<file path="src/bpc_pkg.sv">
// ----------------------------------------------------------------------------
// bpc_pkg
// Shared types and constants for the barometric pressure compensation core.
// ----------------------------------------------------------------------------
`default_nettype none
package bpc_pkg;

    localparam int unsigned APB_ADDR_W = 5;
    localparam logic [APB_ADDR_W-1:0] ADDR_TEMP_COEF  = 5'd0;
    localparam logic [APB_ADDR_W-1:0] ADDR_PRES_COEF  = 5'd8;
    localparam logic [APB_ADDR_W-1:0] ADDR_SECOND_COEF = 5'd16;
    localparam logic [APB_ADDR_W-1:0] ADDR_OSS        = 5'd24;

    localparam logic CMD_TEMP     = 1'b0;
    localparam logic CMD_PRESSURE = 1'b1;

    localparam logic [31:0] B6_OFFSET  = 32'd4000;
    localparam logic [31:0] X3_BIAS    = 32'd32768;
    localparam logic [31:0] B7_SCALE   = 32'd50000;
    localparam logic [31:0] P_COEF_SQ  = 32'd3038;
    localparam logic [31:0] P_COEF_LIN = 32'hFFFF_E343; // -7357
    localparam logic [31:0] P_BIAS     = 32'd3791;

    // sequencer states
    typedef enum logic [4:0] {
        ST_IDLE,
        ST_T_MUL,
        ST_T_DEN,
        ST_T_DIV,
        ST_T_END,
        ST_P_B6SQ,
        ST_P_X1A,
        ST_P_X2A,
        ST_P_B3,
        ST_P_X1B,
        ST_P_X2B,
        ST_P_B4,
        ST_P_B7,
        ST_P_LAUNCH,
        ST_P_DIV,
        ST_P_H2,
        ST_P_X1C,
        ST_P_X2C,
        ST_P_END,
        ST_OUT
    } state_t;

    // divider control
    typedef struct packed {
        logic        start;
        logic [31:0] dividend;
        logic [31:0] divisor;
    } div_req_t;

    typedef struct packed {
        logic        busy;
        logic        done;
        logic [31:0] quotient;
    } div_rsp_t;

endpackage
`default_nettype wire

</file>
<file path="src/bpc_divider.sv">
// ----------------------------------------------------------------------------
// bpc_divider
// Unsigned 32-bit restoring divider, one quotient bit per cycle.
// ----------------------------------------------------------------------------
`default_nettype none
module bpc_divider
(
    input  wire logic              clk,
    input  wire logic              rst_n,
    input  wire bpc_pkg::div_req_t req,
    output bpc_pkg::div_rsp_t      rsp
);
    import bpc_pkg::*;

    logic [31:0] quot_reg, quot_next;
    logic [31:0] rem_reg, rem_next;
    logic [31:0] dvsr_reg, dvsr_next;
    logic [5:0]  cnt_reg, cnt_next;
    logic        busy_reg, busy_next;
    logic        done_reg, done_next;
    logic [32:0] trial;
    logic [32:0] shifted;

    always_ff @(posedge clk or negedge rst_n)
    begin
        if (!rst_n)
        begin
            busy_reg <= 1'b0;
            done_reg <= 1'b0;
            cnt_reg  <= '0;
        end
        else
        begin
            busy_reg <= busy_next;
            done_reg <= done_next;
            cnt_reg  <= cnt_next;
        end
    end

    always_ff @(posedge clk)
    begin
        quot_reg <= quot_next;
        rem_reg  <= rem_next;
        dvsr_reg <= dvsr_next;
    end

    always_comb
    begin
        quot_next = quot_reg;
        rem_next  = rem_reg;
        dvsr_next = dvsr_reg;
        cnt_next  = cnt_reg;
        busy_next = busy_reg;
        done_next = 1'b0;
        shifted   = {rem_reg, quot_reg[31]};
        trial     = shifted - {1'b0, dvsr_reg};
        if (req.start)
        begin
            quot_next = req.dividend;
            rem_next  = '0;
            dvsr_next = req.divisor;
            cnt_next  = 6'd32;
            busy_next = 1'b1;
        end
        else if (busy_reg)
        begin
            if (!trial[32])
            begin
                rem_next  = trial[31:0];
                quot_next = {quot_reg[30:0], 1'b1};
            end
            else
            begin
                rem_next  = shifted[31:0];
                quot_next = {quot_reg[30:0], 1'b0};
            end
            cnt_next = cnt_reg - 6'd1;
            if (cnt_reg == 6'd1)
            begin
                busy_next = 1'b0;
                done_next = 1'b1;
            end
        end
    end

    assign rsp.busy     = busy_reg;
    assign rsp.done     = done_reg;
    assign rsp.quotient = quot_reg;

endmodule
`default_nettype wire

</file>
<file path="src/barometric_pressure_compensation_core.sv">
// ----------------------------------------------------------------------------
// barometric_pressure_compensation_core
// Integer compensation of raw barometer temperature and pressure conversions.
// ----------------------------------------------------------------------------
// A transaction runs from acceptance to the result on the master side; a zero
// divisor ends it early, with divide_error set in the result. The sequence is
// the run of the shared divider (a start step, the quotient steps and a done
// step) plus one state for each step of the single 32x32 multiplier that the
// sequencer reuses for every product.
// The slave side is ready only while the core is idle and no result waits; it
// is ready again in the cycle after the result is taken. A temperature
// transaction without a zero divisor updates the stored b5 term, which later
// pressure transactions use.
`default_nettype none
module barometric_pressure_compensation_core
(
    input  wire logic                            clk,
    input  wire logic                            rst_n,
    input  wire logic                            psel,
    input  wire logic                            penable,
    input  wire logic                            pwrite,
    input  wire logic [bpc_pkg::APB_ADDR_W-1:0]  paddr,
    input  wire logic [63:0]                     pwdata,
    output logic [63:0]                          prdata,
    output logic                                 pready,
    input  wire logic                            s_tvalid,
    output logic                                 s_tready,
    input  wire logic [23:0]                     s_tdata,  // raw_sample[23:0]
    input  wire logic                            s_tuser,  // command
    output logic                                 m_tvalid,
    input  wire logic                            m_tready,
    output logic [39:0]                          m_tdata,  // value[31:0], divide_error, pad
    output logic                                 m_tuser   // kind
);
    import bpc_pkg::*;

    logic [63:0] tcoef_reg;
    logic [63:0] pcoef_reg;
    logic [31:0] scoef_reg;
    logic [1:0]  oss_reg;
    logic [31:0] b5_reg, b5_next;

    state_t      state_reg, state_next;
    logic        cmd_reg, cmd_next;
    logic [23:0] raw_reg, raw_next;
    logic [31:0] x1_reg, x1_next;
    logic [31:0] b6_reg, b6_next;
    logic [31:0] sq_reg, sq_next;
    logic [31:0] acc_reg, acc_next;
    logic [31:0] b3_reg, b3_next;
    logic [31:0] b4_reg, b4_next;
    logic [31:0] p_reg, p_next;
    logic        neg_reg, neg_next;
    logic        dstart_reg, dstart_next;
    logic [31:0] val_reg, val_next;
    logic        err_reg, err_next;
    logic        ovalid_reg, ovalid_next;

    logic [31:0] mul_a, mul_b, mul_p;
    logic [31:0] prod_reg;
    logic [31:0] dvd_reg, dvd_next, dvs_reg, dvs_next;
    div_req_t    dreq;
    div_rsp_t    drsp;

    logic        cfg_wr;
    logic [31:0] ac5, ac6, mc, md, ac1, ac2, ac3, ac4, b1, b2;
    logic [31:0] up, t32, qn;

    function automatic logic [31:0] sx16(input logic [15:0] v);
        return {{16{v[15]}}, v};
    endfunction

    function automatic logic [31:0] asr(input logic [31:0] v, input logic [4:0] s);
        return 32'($signed(v) >>> s);
    endfunction

    assign ac5 = {16'd0, tcoef_reg[15:0]};
    assign ac6 = {16'd0, tcoef_reg[31:16]};
    assign mc  = sx16(tcoef_reg[47:32]);
    assign md  = sx16(tcoef_reg[63:48]);
    assign ac1 = sx16(pcoef_reg[15:0]);
    assign ac2 = sx16(pcoef_reg[31:16]);
    assign ac3 = sx16(pcoef_reg[47:32]);
    assign ac4 = {16'd0, pcoef_reg[63:48]};
    assign b1  = sx16(scoef_reg[15:0]);
    assign b2  = sx16(scoef_reg[31:16]);
    assign up  = {8'd0, raw_reg} >> (4'd8 - {2'd0, oss_reg});

    // configuration port
    assign pready = 1'b1;
    assign cfg_wr = psel && penable && pwrite;

    always_ff @(posedge clk or negedge rst_n)
    begin
        if (!rst_n)
        begin
            tcoef_reg <= '0;
            pcoef_reg <= '0;
            scoef_reg <= '0;
            oss_reg   <= '0;
        end
        else if (cfg_wr)
        begin
            unique case (paddr)
                ADDR_TEMP_COEF:   tcoef_reg <= pwdata;
                ADDR_PRES_COEF:   pcoef_reg <= pwdata;
                ADDR_SECOND_COEF: scoef_reg <= pwdata[31:0];
                ADDR_OSS:         oss_reg   <= pwdata[1:0];
                default:          ;
            endcase
        end
    end

    always_comb
    begin
        unique case (paddr)
            ADDR_TEMP_COEF:   prdata = tcoef_reg;
            ADDR_PRES_COEF:   prdata = pcoef_reg;
            ADDR_SECOND_COEF: prdata = {32'd0, scoef_reg};
            ADDR_OSS:         prdata = {62'd0, oss_reg};
            default:          prdata = '0;
        endcase
    end

    // shared multiplier, operands picked by state, product registered
    always_comb
    begin
        mul_a = '0;
        mul_b = '0;
        unique case (state_reg)
            ST_T_MUL:  begin mul_a = {16'd0, raw_reg[15:0]} - ac6; mul_b = ac5; end
            ST_P_B6SQ: begin mul_a = b6_reg; mul_b = b6_reg; end
            ST_P_X1A:  begin mul_a = b2;     mul_b = asr(prod_reg, 5'd12); end
            ST_P_X2A:  begin mul_a = ac2;    mul_b = b6_reg; end
            ST_P_B3:   begin mul_a = ac3;    mul_b = b6_reg; end
            ST_P_X1B:  begin mul_a = b1;     mul_b = sq_reg; end
            ST_P_B4:   begin mul_a = ac4;    mul_b = acc_reg + X3_BIAS; end
            ST_P_B7:   begin mul_a = up - b3_reg; mul_b = B7_SCALE >> oss_reg; end
            ST_P_H2:   begin mul_a = asr(p_reg, 5'd8); mul_b = asr(p_reg, 5'd8); end
            ST_P_X1C:  begin mul_a = prod_reg; mul_b = P_COEF_SQ; end
            ST_P_X2C:  begin mul_a = P_COEF_LIN; mul_b = p_reg; end
            default:   ;
        endcase
    end
    assign mul_p = mul_a * mul_b;

    always_ff @(posedge clk)
    begin
        prod_reg <= mul_p;
    end

    assign dreq.start    = dstart_reg;
    assign dreq.dividend = dvd_reg;
    assign dreq.divisor  = dvs_reg;

    bpc_divider u_div
    (
        .clk   (clk),
        .rst_n (rst_n),
        .req   (dreq),
        .rsp   (drsp)
    );

    assign s_tready = (state_reg == ST_IDLE);
    assign m_tvalid = ovalid_reg;
    assign m_tdata  = {7'd0, err_reg, val_reg};
    assign m_tuser  = cmd_reg;

    always_ff @(posedge clk or negedge rst_n)
    begin
        if (!rst_n)
        begin
            state_reg  <= ST_IDLE;
            b5_reg     <= '0;
            ovalid_reg <= 1'b0;
            dstart_reg <= 1'b0;
        end
        else
        begin
            state_reg  <= state_next;
            b5_reg     <= b5_next;
            ovalid_reg <= ovalid_next;
            dstart_reg <= dstart_next;
        end
    end

    always_ff @(posedge clk)
    begin
        cmd_reg <= cmd_next;
        raw_reg <= raw_next;
        x1_reg  <= x1_next;
        b6_reg  <= b6_next;
        sq_reg  <= sq_next;
        acc_reg <= acc_next;
        b3_reg  <= b3_next;
        b4_reg  <= b4_next;
        p_reg   <= p_next;
        neg_reg <= neg_next;
        dvd_reg <= dvd_next;
        dvs_reg <= dvs_next;
        val_reg <= val_next;
        err_reg <= err_next;
    end

    // each state consumes the product of the operands chosen in the state before
    always_comb
    begin
        state_next  = state_reg;
        b5_next     = b5_reg;
        ovalid_next = ovalid_reg;
        dstart_next = 1'b0;
        cmd_next    = cmd_reg;
        raw_next    = raw_reg;
        x1_next     = x1_reg;
        b6_next     = b6_reg;
        sq_next     = sq_reg;
        acc_next    = acc_reg;
        b3_next     = b3_reg;
        b4_next     = b4_reg;
        p_next      = p_reg;
        neg_next    = neg_reg;
        dvd_next    = dvd_reg;
        dvs_next    = dvs_reg;
        val_next    = val_reg;
        err_next    = err_reg;
        t32         = '0;
        qn          = neg_reg ? (32'd0 - drsp.quotient) : drsp.quotient;
        unique case (state_reg)
            ST_IDLE:
            begin
                if (s_tvalid)
                begin
                    cmd_next   = s_tuser;
                    raw_next   = s_tdata;
                    b6_next    = b5_reg - B6_OFFSET;
                    state_next = (s_tuser == CMD_TEMP) ? ST_T_MUL : ST_P_B6SQ;
                end
            end
            ST_T_MUL: state_next = ST_T_DEN;
            ST_T_DEN:
            begin
                x1_next = asr(prod_reg, 5'd15);
                t32     = asr(prod_reg, 5'd15) + md;
                if (t32 == 32'd0)
                begin
                    val_next    = '0;
                    err_next    = 1'b1;
                    ovalid_next = 1'b1;
                    state_next  = ST_OUT;
                end
                else
                begin
                    neg_next    = mc[31] ^ t32[31];
                    dvd_next    = mc[31] ? (32'd0 - (mc << 11)) : (mc << 11);
                    dvs_next    = t32[31] ? (32'd0 - t32) : t32;
                    dstart_next = 1'b1;
                    state_next  = ST_T_DIV;
                end
            end
            ST_T_DIV:
            begin
                if (drsp.done)
                begin
                    state_next = ST_T_END;
                end
            end
            ST_T_END:
            begin
                b5_next     = x1_reg + qn;
                val_next    = asr(x1_reg + qn + 32'd8, 5'd4);
                err_next    = 1'b0;
                ovalid_next = 1'b1;
                state_next  = ST_OUT;
            end
            ST_P_B6SQ: state_next = ST_P_X1A;
            ST_P_X1A:
            begin
                sq_next    = asr(prod_reg, 5'd12);
                state_next = ST_P_X2A;
            end
            ST_P_X2A:
            begin
                acc_next   = asr(prod_reg, 5'd11);
                state_next = ST_P_B3;
            end
            ST_P_B3:
            begin
                t32        = acc_reg + asr(prod_reg, 5'd11);
                b3_next    = asr((((ac1 << 2) + t32) << oss_reg) + 32'd2, 5'd2);
                state_next = ST_P_X1B;
            end
            ST_P_X1B:
            begin
                acc_next   = asr(prod_reg, 5'd13);
                state_next = ST_P_X2B;
            end
            ST_P_X2B:
            begin
                acc_next   = asr(acc_reg + asr(prod_reg, 5'd16) + 32'd2, 5'd2);
                state_next = ST_P_B4;
            end
            ST_P_B4: state_next = ST_P_B7;
            ST_P_B7:
            begin
                b4_next    = prod_reg >> 15;
                state_next = ST_P_LAUNCH;
            end
            ST_P_LAUNCH:
            begin
                // product here is b7; large values are divided first, doubled after
                if (b4_reg == 32'd0)
                begin
                    val_next    = '0;
                    err_next    = 1'b1;
                    ovalid_next = 1'b1;
                    state_next  = ST_OUT;
                end
                else
                begin
                    neg_next    = prod_reg[31];
                    dvd_next    = prod_reg[31] ? prod_reg : (prod_reg << 1);
                    dvs_next    = b4_reg;
                    dstart_next = 1'b1;
                    state_next  = ST_P_DIV;
                end
            end
            ST_P_DIV:
            begin
                if (drsp.done)
                begin
                    p_next     = neg_reg ? (drsp.quotient << 1) : drsp.quotient;
                    state_next = ST_P_H2;
                end
            end
            ST_P_H2:  state_next = ST_P_X1C;
            ST_P_X1C: state_next = ST_P_X2C;
            ST_P_X2C:
            begin
                acc_next   = asr(prod_reg, 5'd16);
                state_next = ST_P_END;
            end
            ST_P_END:
            begin
                val_next    = p_reg + asr(acc_reg + asr(prod_reg, 5'd16) + P_BIAS, 5'd4);
                err_next    = 1'b0;
                ovalid_next = 1'b1;
                state_next  = ST_OUT;
            end
            ST_OUT:
            begin
                if (m_tready)
                begin
                    ovalid_next = 1'b0;
                    state_next  = ST_IDLE;
                end
            end
            default: state_next = ST_IDLE;
        endcase
    end

    // results only leave while a result is held
    assert property (@(posedge clk) disable iff (!rst_n)
        m_tvalid |-> (state_reg == ST_OUT))
        else $error("result valid outside output state");

    assert property (@(posedge clk) disable iff (!rst_n)
        (s_tvalid && s_tready) |=> !m_tvalid)
        else $error("result appeared in the cycle after acceptance");

    assert property (@(posedge clk) disable iff (!rst_n)
        drsp.done |-> (state_reg == ST_T_DIV || state_reg == ST_P_DIV))
        else $error("divider finished outside a divide step");

    assert property (@(posedge clk) disable iff (!rst_n)
        dstart_reg |-> !drsp.busy)
        else $error("divider started while busy");

endmodule
`default_nettype wire
</file>
<file path="config.mk">
export PLATFORM = sky130hd
export DESIGN_NAME = barometric_pressure_compensation_core
export DESIGN_NICKNAME = d
export VERILOG_FILES = /design/src/bpc_pkg.sv /design/src/bpc_divider.sv /design/src/barometric_pressure_compensation_core.sv
export SDC_FILE = /design/constraint.sdc
export NUM_CORES = 2
export LEC_CHECK = 0
export BUFFER_PORTS_ARGS = -buffer_cell sky130_fd_sc_hd__clkbuf_2
export CELL_PAD_IN_SITES_DETAIL_PLACEMENT = 0
export CELL_PAD_IN_SITES_GLOBAL_PLACEMENT = 1
export CORE_MARGIN = 2
export CORE_UTILIZATION = 51
export CTS_BUF_LIST = sky130_fd_sc_hd__clkbuf_4 sky130_fd_sc_hd__clkbuf_8
export DETAILED_ROUTE_END_ITERATION = 8
export GPL_TIMING_DRIVEN = 0
export HOLD_SLACK_MARGIN = 0.1
export PLACE_DENSITY = 0.8
export SETUP_SLACK_MARGIN = 0.15
export SLEW_MARGIN = 20
export SYNTH_ARGS = -nofsm -noshare
export SYNTH_HDL_FRONTEND = slang
export SYNTH_SLANG_ARGS = --single-unit
</file>
<file path="constraint.sdc">
create_clock -name clk -period 17.3 [get_ports clk]
set_clock_uncertainty 0.2 [all_clocks]
set_input_delay 3.46 -clock clk [delete_from_list [all_inputs] [get_ports clk]]
set_output_delay 3.46 -clock clk [all_outputs]
set_load 0.02 [all_outputs]
</file>
==> reports/metrics.yaml <==
hold_path.class: "flop to flop"
rsz0062_at_grt: "no"
synth-edff-count: 339
post-place-ws_ns: 0.392
synthFlopType: "edfxtp_1"
antenna_found_initial: 18
ys_seq_elements: 612
ys_warn_count: 0
arrival_ns: 16.78
cpMostUsedCell: "xnor2_1"
cts_tree: "yes"
final_common_cell: "inv_1"
dp.cells: 7865
synthArstFlopShare_pct: 34.2
ant_nets: 0
status: "completed"
setup_viol: 0
cp_slowest_stage_delay_ns: 0.62
dp_hpwl_um: 187000
max_freq_ghz: 0.0614
synth_cells: 6112
vias_per_cell: 6.16
first_pass_iters: 6
end_kind: "flop"
final_hold_viol_count: 0
clock-sinks: 612
start_util_pct: 51.2
slew_headroom_pct: 15.3
grt_pass1_vias: 47723
ys_seq_area_share_pct: 29.1
area_growth_pct: 11.2
final_layout_size_suffix_gt1_share_pct: 12.6
synth_area_um2: 57300
wirelength_um: 232000
dieArea_um2: 115000
critPathMaxFanout: 12
final_cell_mix: "inv_1, nand2_1, nor2_1"
slew_viol_final: 0
fin_nets: 7372
grtUsageMet3_pct: 11.1
grt_first_pass_wirelength_um: 331000
io_buffers: 199
die_y_um: 339
wire_per_inst_um: 28.7
drc_errors: 0
root_buffer: "clkbuf_8"
grt-ovfl-total: 0
grt_use_total_pct: 39.9
drv_cap: 0
grt_max_degree: 88
htreeDepth: 3
fp.dieW_um: 339
cp.required_ns: 17.79
use_met1_pct: 55.6
path_clk_slew_ns: 0.07
coreArea_um2: 112000
std_cell_rows: 123
io-pin-count: 209
ys_types: 100
layoutNonFillerInstCount: 8080
fin_ws_ns: 1.01
place.gp.congestion: 1.04
period_needed_ns: 16.29
cp_slowest_cell: "o21ai_1"
cts_buffers: 107
clockBufferDepth: 3
tightestPinTransition_ns: 1.27
grt.busiest_layer: "met2"
place_area_um2: 61100
synth_area_per_cell_um2: 9.38
critPathKind: "flop to flop"
startpoint_type: "flop"
design_area_um2: 63800
clk_latency_ns: 0.83
drtIter0Drc: 6182
gr-usage-met2_pct: 56.6
num_vias: 49776
period_share_pct: 94.1
[worst max-delay path: cells and delay by family, from the launching register on]
kind | cells | cell delay (ns)
DFF | 1 | 0.41
adders and majority gates | 11 | 5.01
buffers and inverters | 12 | 3.62
xor gates and xnor gates | 17 | 3.25
muxes | 2 | 0.32
AOI/OAI and AO/OA | 10 | 2.86
and+or+nand+nor | 3 | 0.48
[worst paths after layout]
check | to | slack [ns] | cells past startpoint | startpoint
setup / recovery | prod_reg[31] | 1.01 | 55 | oss_reg[0]
hold / removal | u_div.dvsr_reg[30] | 0.22 | 0 | dvs_reg[30]
setup reg to reg | prod_reg[31] | 1.01 | 55 | oss_reg[0]
hold reg to reg | u_div.dvsr_reg[30] | 0.22 | 0 | dvs_reg[30]
max in group asynchronous | pcoef_reg[15] | 13.65 | 2 | rst_n
min in group asynchronous | dstart_reg | 2.39 | 1 | rst_n
[logic make-up after synthesis]
family	Yosys count	share of synthesized area, %
xor gates and xnor gates	460	7.07
other	2	0.0131
and+or+nand+nor	1774	14.1
adders and majority gates	797	23.2
muxes	306	5.96
DFF	612	29.1
AOI/OAI and AO/OA	1206	14.1
buffers and inverters	955	6.41
[stage by stage]
step                hold slack [ns]  setup TNS, ns  utilization, %
CTS                           0.218              0            56.8
finish                        0.217              0            56.9
detailed placement            0.205              0            54.6
global placement              0.201         -0.297            53.8
floorplan                     0.200              0               -
global route                  0.224              0            56.9
[per-layer routing]
| layer | routed length [um] | up-vias | part of all wire (%) |
|---|---|---|---|
| met3 | 28500 | 463 | 12 |
| met2 | 95500 | 2789 | 41 |
| met5 | 45 | - | 0.019 |
| met1 | 94300 | 24738 | 41 |
| li1 | - | 21780 | - |
| met4 | 13900 | 6 | 6.0 |
[cells in the mapped netlist, types with 15 or more instances]
cell        n  area (um^2)
inv_1     672         2520
nand2_1   597         2240
nor2_1    593         2230
fa_1      444         8890
ha_1      353         4420
edfxtp_1  339        10200
a21oi_1   319         1600
xnor2_1   314         2750
clkbuf_1  222          833
mux2_2    222         2500
dfrtp_1   209         5230
o21ai_0   202         1010
xor2_1    144         1260
a21o_1     95          713
nand3_1    93          465
nor3_1     90          450
mux2i_1    78          781
nand2b_1   70          438
dfxtp_1    64         1280
a22oi_1    63          473
a211oi_1   56          420
nor2b_1    51          319
a22o_1     49          429
o21bai_1   48          360
a221oi_1   46          403
or2_2      43          269
a31oi_1    38          238
and2_1     37          231
and3_1     35          219
buf_1      32          120
a222oi_1   31          310
o22ai_1    31          194
or3_1      29          181
nor4_1     28          175
o21a_1     27          203
o31ai_1    27          203
nand4_1    25          156
o211ai_1   20          150
nand3b_1   18          135
a211o_1    15          131
[what timing repair did]
item / in CTS / in global routing
endpoints found under the setup margin: 0 / 1
gates resized for setup: 0 / 6
buffers inserted: 0 / 0
hold buffers: 0 / 0
[cell type report]
| cell class | instances | area [um^2] |
|---|---|---|
| fill | 10279 | 48300 |
| inverter | 673 | 2530 |
| clock inverter | 63 | 693 |
| multi-input combinational | 4556 | 37200 |
| clock buffer | 141 | 1860 |
| antenna | 11 | 27.5 |
| tap | 1500 | 1880 |
| buffer | 282 | 1150 |
| timing repair buffer | 242 | 1680 |
| sequential | 612 | 16700 |
Power is not shown: default switching activity piles up to over one toggle a cycle in this logic, so the estimate is an artifact.
